==> config.mk <==
export PLATFORM = sky130hd
export DESIGN_NAME = byte_ring_buffer_with_loss_flag
export DESIGN_NICKNAME = d
export VERILOG_FILES = /design/src/rtl/brb_pkg.sv /design/src/rtl/brb_ram.sv /design/src/rtl/byte_ring_buffer_with_loss_flag.sv
export SDC_FILE = /design/constraint.sdc
export NUM_CORES = 2
export LEC_CHECK = 0
export ABC_CLOCK_PERIOD_IN_PS = 5800
export BUFFER_PORTS_ARGS = -buffer_cell sky130_fd_sc_hd__buf_2
export CORE_ASPECT_RATIO = 1.1
export CORE_MARGIN = 2
export CORE_UTILIZATION = 47
export CTS_CLUSTER_SIZE = 16
export DETAILED_ROUTE_END_ITERATION = 16
export PLACE_DENSITY_LB_ADDON = 0.2
export SKIP_CTS_REPAIR_TIMING = 1
export SLEW_MARGIN = 20
export SYNTH_ARGS = -nofsm -noshare
export SYNTH_HDL_FRONTEND = slang
export SYNTH_SLANG_ARGS = --single-unit
==> constraint.sdc <==
create_clock -name aclk -period 5.8 [get_ports aclk]
set_clock_uncertainty 0.05 [all_clocks]
set_input_delay 1.16 -clock aclk [delete_from_list [all_inputs] [get_ports aclk]]
set_output_delay 1.16 -clock aclk [all_outputs]
set_load 0.02 [all_outputs]
==> src/rtl/brb_pkg.sv <==
package brb_pkg;

    // Ring storage and pointer widths.
    localparam int DEPTH  = 256;
    localparam int ADDR_W = $clog2(DEPTH);
    localparam int SIZE_W = ADDR_W + 1;

    // Burst reads are cut at this many bytes.
    localparam int MAX_BURST = 64;
    localparam int BLEN_W    = 7;
    localparam int REM_W     = $clog2(MAX_BURST + 1);

    // Stream payload widths.
    localparam int S_TDATA_W = 16;
    localparam int S_TUSER_W = 3;
    localparam int M_TDATA_W = 24;
    localparam int M_TUSER_W = 1;

    typedef logic [S_TUSER_W-1:0] action_t;

    localparam action_t ACT_PUT   = 3'd0;
    localparam action_t ACT_GET   = 3'd1;
    localparam action_t ACT_TAKE  = 3'd2;
    localparam action_t ACT_BURST = 3'd3;
    localparam action_t ACT_CLEAR = 3'd4;

    typedef struct packed {
        logic [SIZE_W-1:0] count;
        logic              full;
        logic              empty;
    } ring_stat_t;

endpackage

==> src/rtl/brb_ram.sv <==
module brb_ram #(
    parameter int WIDTH = 8,
    parameter int DEPTH = 256
) (
    input  logic                     clk,
    input  logic                     we,
    input  logic [$clog2(DEPTH)-1:0] waddr,
    input  logic [WIDTH-1:0]         wdata,
    input  logic                     re,
    input  logic [$clog2(DEPTH)-1:0] raddr,
    output logic [WIDTH-1:0]         rdata
);

    logic [WIDTH-1:0] mem [DEPTH];

    // Read data is registered and holds until the next read.
    always_ff @(posedge clk) begin
        if (we) begin
            mem[waddr] <= wdata;
        end
        if (re) begin
            rdata <= mem[raddr];
        end
    end

endmodule

==> src/rtl/byte_ring_buffer_with_loss_flag.sv <==
// Byte ring buffer with one slot kept empty and a sticky loss flag.
//
// Each item on the s_ channel carries one action in s_tuser (put, get, take,
// burst read, clear) with its byte and burst length in s_tdata. Every item
// produces one or more items on the m_ channel; each carries the popped byte,
// its valid flag in m_tuser, and the buffer status after that pop. m_tlast
// marks the final item caused by an input item.
// Put, clear and refused pops answer in the cycle after acceptance, and while the
// receiver keeps up the block takes a new item every cycle for them. A pop goes
// through the byte memory, whose read data is registered, and then through the
// output register; a burst of n bytes then streams one byte per cycle while the
// receiver keeps up; no new item is taken until the last byte is loaded.
// The configuration write sets the number of ring slots in use and empties
// the ring. Reset empties the ring, clears the loss flag and selects all
// slots; the byte memory itself is not cleared and needs no clearing pass.
// When the receiver stalls, the output register holds its item and the block
// stops popping; a burst resumes where it stopped, no byte is lost.
module byte_ring_buffer_with_loss_flag (
    input  logic                            aclk,
    input  logic                            aresetn,
    // Configuration: slots in use.
    input  logic                            cfg_we,
    input  logic [brb_pkg::SIZE_W-1:0]      cfg_wdata,
    // Input items.
    input  logic                            s_tvalid,
    output logic                            s_tready,
    input  logic [brb_pkg::S_TDATA_W-1:0]   s_tdata,  // data_in[7:0], burst_len[14:8]
    input  logic [brb_pkg::S_TUSER_W-1:0]   s_tuser,  // action[2:0]
    // Result items.
    output logic                            m_tvalid,
    input  logic                            m_tready,
    output logic [brb_pkg::M_TDATA_W-1:0]   m_tdata,  // data_out[7:0], stored_count[16:8],
                                                      // is_full[17], is_empty[18],
                                                      // loss_seen[19]
    output logic [brb_pkg::M_TUSER_W-1:0]   m_tuser,  // data_valid[0]
    output logic                            m_tlast
);

    import brb_pkg::*;

    localparam logic ST_IDLE = 1'b0;
    localparam logic ST_POP  = 1'b1;

    // Control state.
    logic               state_reg,  state_next;
    logic [ADDR_W-1:0]  head_reg,   head_next;
    logic [ADDR_W-1:0]  tail_reg,   tail_next;
    logic               loss_reg,   loss_next;
    logic [SIZE_W-1:0]  size_reg,   size_next;
    logic [REM_W-1:0]   rem_reg,    rem_next;
    logic               m_valid_reg, m_valid_next;

    // Output payload.
    logic [7:0]         dout_reg;
    logic               dvalid_reg;
    ring_stat_t         stat_reg;
    logic               oloss_reg;
    logic               last_reg;

    // Input fields.
    action_t            act;
    logic [7:0]         din;
    logic [BLEN_W-1:0]  blen;
    logic [BLEN_W-1:0]  blen_sat;

    logic               out_free;
    logic               accept;
    logic               empty_now;
    logic               full_now;
    logic               pop_start;
    logic               fin;
    logic               emit;

    // Output load.
    logic               ld;
    logic [ADDR_W-1:0]  ld_head;
    logic [ADDR_W-1:0]  ld_tail;
    logic               ld_loss;
    logic [7:0]         ld_data;
    logic               ld_dvalid;
    logic               ld_last;
    ring_stat_t         ld_stat;

    // Memory ports.
    logic               ram_we;
    logic               ram_re;
    logic [7:0]         ram_rdata;

    // Next pointer position, wrapping at the number of slots in use.
    function automatic logic [ADDR_W-1:0] wrap_next(
        input logic [ADDR_W-1:0] p,
        input logic [SIZE_W-1:0] size
    );
        logic [SIZE_W-1:0] p1;
        p1 = {1'b0, p} + SIZE_W'(1);
        return (p1 == size) ? '0 : p1[ADDR_W-1:0];
    endfunction

    function automatic ring_stat_t ring_stat(
        input logic [ADDR_W-1:0] head,
        input logic [ADDR_W-1:0] tail,
        input logic [SIZE_W-1:0] size
    );
        ring_stat_t st;
        if (head == tail) begin
            st.count = '0;
        end else if (head > tail) begin
            st.count = {1'b0, head} - {1'b0, tail};
        end else begin
            st.count = size - ({1'b0, tail} - {1'b0, head});
        end
        st.full  = (wrap_next(head, size) == tail);
        st.empty = (head == tail);
        return st;
    endfunction

    assign act  = s_tuser;
    assign din  = s_tdata[7:0];
    assign blen = s_tdata[14:8];
    assign blen_sat = (blen > BLEN_W'(MAX_BURST)) ? BLEN_W'(MAX_BURST) : blen;

    assign out_free  = !m_valid_reg || m_tready;
    assign s_tready  = (state_reg == ST_IDLE) && out_free;
    assign accept    = s_tvalid && s_tready;
    assign empty_now = (head_reg == tail_reg);
    assign full_now  = (wrap_next(head_reg, size_reg) == tail_reg);

    // A pop that goes to memory; refused pops answer at once.
    always_comb begin
        case (act)
            ACT_GET:   pop_start = !empty_now && !loss_reg;
            ACT_TAKE:  pop_start = !empty_now;
            ACT_BURST: pop_start = !empty_now && (blen_sat != '0);
            default:   pop_start = 1'b0;
        endcase
    end

    // During a pop the tail has already moved past the byte being shown, so
    // the status reflects the ring after this pop.
    assign emit = (state_reg == ST_POP) && out_free;
    assign fin  = (rem_reg == '0) || empty_now;

    // Writes land on a put to a ring that is not full; reads start on a pop and on each further burst byte.
    assign ram_we = accept && (act == ACT_PUT) && !full_now;
    assign ram_re = (accept && pop_start) || (emit && !fin);

    brb_ram #(
        .WIDTH (8),
        .DEPTH (DEPTH)
    ) u_ram (
        .clk   (aclk),
        .we    (ram_we),
        .waddr (head_reg),
        .wdata (din),
        .re    (ram_re),
        .raddr (tail_reg),
        .rdata (ram_rdata)
    );

    always_comb begin
        state_next = state_reg;
        head_next  = head_reg;
        tail_next  = tail_reg;
        loss_next  = loss_reg;
        size_next  = size_reg;
        rem_next   = rem_reg;

        ld        = 1'b0;
        ld_head   = head_reg;
        ld_tail   = tail_reg;
        ld_loss   = loss_reg;
        ld_data   = '0;
        ld_dvalid = 1'b0;
        ld_last   = 1'b1;

        if (cfg_we) begin
            // Out-of-range sizes are clamped to one slot or the full store.
            if (cfg_wdata == '0) begin
                size_next = SIZE_W'(1);
            end else if (cfg_wdata > SIZE_W'(DEPTH)) begin
                size_next = SIZE_W'(DEPTH);
            end else begin
                size_next = cfg_wdata;
            end
            head_next = '0;
            tail_next = '0;
            loss_next = 1'b0;
        end else if (accept) begin
            case (act)
                ACT_PUT: begin
                    ld_head = full_now ? head_reg : wrap_next(head_reg, size_reg);
                    // Head meeting tail after a put only happens with one slot.
                    if (ld_head == tail_reg) begin
                        ld_tail = wrap_next(tail_reg, size_reg);
                        ld_loss = 1'b1;
                    end
                    ld        = 1'b1;
                    head_next = ld_head;
                    tail_next = ld_tail;
                    loss_next = ld_loss;
                end
                ACT_GET, ACT_TAKE, ACT_BURST: begin
                    if (pop_start) begin
                        tail_next  = wrap_next(tail_reg, size_reg);
                        state_next = ST_POP;
                        rem_next   = (act == ACT_BURST) ? REM_W'(blen_sat - BLEN_W'(1)) : '0;
                    end else begin
                        ld = 1'b1;
                    end
                end
                ACT_CLEAR: begin
                    ld        = 1'b1;
                    ld_head   = '0;
                    ld_tail   = '0;
                    ld_loss   = 1'b0;
                    head_next = '0;
                    tail_next = '0;
                    loss_next = 1'b0;
                end
                default: begin
                    ld = 1'b1;
                end
            endcase
        end else if (emit) begin
            ld        = 1'b1;
            ld_data   = ram_rdata;
            ld_dvalid = 1'b1;
            ld_last   = fin;
            if (fin) begin
                state_next = ST_IDLE;
                rem_next   = '0;
            end else begin
                tail_next = wrap_next(tail_reg, size_reg);
                rem_next  = rem_reg - REM_W'(1);
            end
        end

        ld_stat = ring_stat(ld_head, ld_tail, size_reg);

        if (ld) begin
            m_valid_next = 1'b1;
        end else if (m_tready) begin
            m_valid_next = 1'b0;
        end else begin
            m_valid_next = m_valid_reg;
        end
    end

    always_ff @(posedge aclk) begin
        if (!aresetn) begin
            state_reg   <= ST_IDLE;
            head_reg    <= '0;
            tail_reg    <= '0;
            loss_reg    <= 1'b0;
            size_reg    <= SIZE_W'(DEPTH);
            rem_reg     <= '0;
            m_valid_reg <= 1'b0;
        end else begin
            state_reg   <= state_next;
            head_reg    <= head_next;
            tail_reg    <= tail_next;
            loss_reg    <= loss_next;
            size_reg    <= size_next;
            rem_reg     <= rem_next;
            m_valid_reg <= m_valid_next;
        end
    end

    always_ff @(posedge aclk) begin
        if (ld) begin
            dout_reg   <= ld_data;
            dvalid_reg <= ld_dvalid;
            stat_reg   <= ld_stat;
            oloss_reg  <= ld_loss;
            last_reg   <= ld_last;
        end
    end

    assign m_tvalid = m_valid_reg;
    assign m_tdata  = {4'b0000, oloss_reg, stat_reg.empty, stat_reg.full,
                       stat_reg.count, dout_reg};
    assign m_tuser  = dvalid_reg;
    assign m_tlast  = last_reg;

    // Both pointers always stay inside the slots in use.
    a_ptr_range: assert property (@(posedge aclk) disable iff (!aresetn)
        (head_reg < size_reg) && (tail_reg < size_reg))
        else $error("ring pointer outside the slots in use");

    // The loss flag can only be raised with a single slot in use.
    a_loss_size: assert property (@(posedge aclk) disable iff (!aresetn)
        loss_reg |-> (size_reg == SIZE_W'(1)))
        else $error("loss flag set with more than one slot");

    // No burst bytes are left pending once the block is idle.
    a_rem_idle: assert property (@(posedge aclk) disable iff (!aresetn)
        (state_reg == ST_IDLE) |-> (rem_reg == '0))
        else $error("burst count left over in idle");

    // An item without a popped byte shows zero data.
    a_zero_data: assert property (@(posedge aclk) disable iff (!aresetn)
        (m_valid_reg && !dvalid_reg) |-> (dout_reg == '0))
        else $error("data shown without a popped byte");

endmodule

==> results.md <==
* Cell Count, Final, Fillers Out at 6819
* Final WS setup at -0.241 ns
* Primary FF master, synth: edfxtp_1
* TritonCTS Buffers at 201
* Post-synthesis cell area at 84900 um^2
* EDFF count, synth at ~2100
* Status: finished, violations left
* Register bit count reported by yosys at 2113
* Synth warn at 0
* Fin area at 95900 um^2
* Pre-antenna DRT Iters at 5
* Syn-to-layout area delta at 13.0%
* Fmax achieved at 166 MHz
* Worst-Margin Slew at 1.19 ns
* DP HPWL at roughly 120000 um
* Total Routing Usage GR at 22.7%
* Cells after DPL at 6432
* H-tree levels at 4
* DR vias at 41400
* Register area share after synthesis at between 70% and 80%
* RR Endpoint: m_tdata[16]$_SDFFCE_PP0P_
* Worst Path Arrival at 6.57 ns
* Fraction of registers with async set or reset after synthesis at 0%
* Final core occ at 53.5%
* DRT antenna net count at 0
* Top-level port count at 61
* Die area at 184000 um^2
* Setup_tns at -1.77 ns
* Post-Place Cell Area at 89200 um^2
* Hold Crit Class: reg -> reg
* Residual DRC at 0
* CP max stage delay at between 0.5 and 0.6 ns
* Unrepaired setup endpoints after global routing: true
* Max FFs per register at 2048
* Flop2flop setup slack at -0.24 ns
* Leading cell types by total area after synthesis: edfxtp_1 73%, mux4_2 18%, nor2_1 1.5%, dfxtp_1 0.83%, clkbuf_1 0.69%
* Critical path class: reg -> reg
* Failing checks: negative setup slack
* Power Density at ~320 nW/um^2
* Final setup viols at 9
* Minimum clock period at 6.04 ns
* Total power at 30.5 mW
* Global placement routability congestion at 0.887
* Clock Pin Slew Worst Setup and Hold Paths at about 0.060 ns
* Vias in the first global route at 41700
* Starting density of the core at between 40% and 50%
* Clock Tree Buf Depth at 3
* Worst r2r src: head_reg[1]$_SDFF_PP0_
* Die Wd at 409 um
* Commonest non-fill, non-tap cell in the layout: edfxtp_1
* Min-delay src: rem_reg[2]$_SDFFE_PN0P_
* Sink Count at 2113
* Vias per Instance at 6.07
* Slowest cell on the critical path: or4_1
* CTS tree: done
* Commonest cells after routing, fill and taps aside: 2078 x edfxtp_1, 670 x mux4_2, 338 x nor2_1, 210 x buf_4, 205 x clkbuf_16
* Initial DRC Count at ~4400
* Final worst path period share at 104%
* Post-synth top area cell: edfxtp_1
* Final wirelength at 207000 um
* Hold Fails Final Rpt at 0
* Max cap viols at 0
* Startpoint Class: register
* Quantity of I/O buffers inserted on ports at 55
* Largest net degree at the start of global routing at 146
* Pre-CTS setup slack at -0.507 ns
* Leakage at about 29 nW
* Layout cells sized above 1 at 30.0%
* Drt wl/cell at between 30 and 40 um
* Slew Viols, Final at 0
* Slew Limit Headroom at between 20% and 30%
* Worst R2R Path Depth at 29
* Post-synthesis cell type count at 90
* Root Buffer Master: clkbuf_16
* First-pass GRT wire length at 302000 um
* Vert. Die Dim at 450 um
* CP required at 6.32 ns
* Hold WS at 0.424 ns
* Area share of the leading cell type in the synthesized netlist at 73.5%
* Gr ovfl total at 0
* Most frequent CP cell: a21o_1
* VDD IR max at 0.000264 V
* Worst-Skew Late Latency at 0.84 ns
* Hold endpoint: rem_reg[2]$_SDFFE_PN0P_
* Initial antenna violation count at 5
* Mapped Avg Cell Area at 21.2 um^2
* Worst Path Max Fanout at 6
* CORE AREA at 179000 um^2
* Hold Path Depth at 2
* Layout Nets at 4320
* Cells after Synth at 4010
* CP endpoint kind: register
* Row count at 163
area by class of cell:
| class | count | area, um^2 |
|---|---|---|
| multi-input cells | 1615 | 20900 |
| fillers | 13700 | 83500 |
| well taps | 2392 | 2990 |
| clock buffers | 252 | 5310 |
| inverters | 38 | 144 |
| diodes | 2 | 5.00 |
| repair buffers | 283 | 2250 |
| clock inverters | 124 | 1180 |
| flip-flops and latches | 2113 | 63100 |
critical path, delay by kind of cell, from the launching register on:
kind                       cells  cell delay [ns]
AOI/OAI and AO/OA             11             2.12
and+or+nand+nor                8             1.69
adders and majority gates      4             0.96
DFF                            1             0.34
xor gates and xnor gates       2             0.25
buffers and inverters          3             0.22
muxes                          1             0.19
synth_stat cells (all sizes together), types with 15 or more instances:
master	instances
ha	26
o22ai	16
edfxtp	2078
nand2b	15
a21oi	69
buf	92
and2	23
xor2	16
nand3	32
inv	36
clkbuf	155
o21ai	29
dfxtp	35
nor2b	26
nor3	21
nand4	16
a21o	16
xnor2	43
mux4	670
nand2	72
nor2	342
a211oi	23
worst max-delay path by stage:
stage | startpoint | endpoint | slack (ns)
3_5_place_dp | head_reg[0]$_SDFF_PP0_ | m_tdata[16]$_SDFFCE_PP0P_ | -0.51
6_report | head_reg[1]$_SDFF_PP0_ | m_tdata[16]$_SDFFCE_PP0P_ | -0.24
3_3_place_gp | head_reg[1]$_SDFF_PP0_ | m_tdata[16]$_SDFFCE_PP0P_ | -0.46
4_1_cts | head_reg[0]$_SDFF_PP0_ | m_tdata[16]$_SDFFCE_PP0P_ | -0.54
5_1_grt | head_reg[0]$_SDFF_PP0_ | m_tdata[16]$_SDFFCE_PP0P_ | -0.55
2_1_floorplan | head_reg[0]$_SDFF_PP0_ | m_tdata[16]$_SDFFCE_PP0P_ | -0.04
power breakdown:
| group | leakage (nW) | internal (mW) | switching, mW |
|---|---|---|---|
| sequential | 19.0 | 16.8 | 0.00620 |
| combinational | 6.72 | 0.224 | 0.472 |
| clock | 3.17 | 7.41 | 5.62 |
logic make-up after synthesis:
group	Yosys count	synth area share (%)
buffers and inverters	285	1.33
adder cells (fa/ha/maj)	35	0.595
multiplexers	679	17.9
other	1	0.00442
XOR/XNOR	62	0.715
AO/OA/AOI/OAI	234	1.96
AND/OR/NAND/NOR	601	3.22
flip-flops	2113	74.3
metal layers:
layer	global-route usage [%]	share of wire (%)	vias up
li1	-	-	17200
met1	33.0	43	22400
met2	35.9	49	1453
met3	3.62	6.3	287
met4	6.20	2.5	4
met5	0	0.016	-
(Power assumes the default switching activity.)
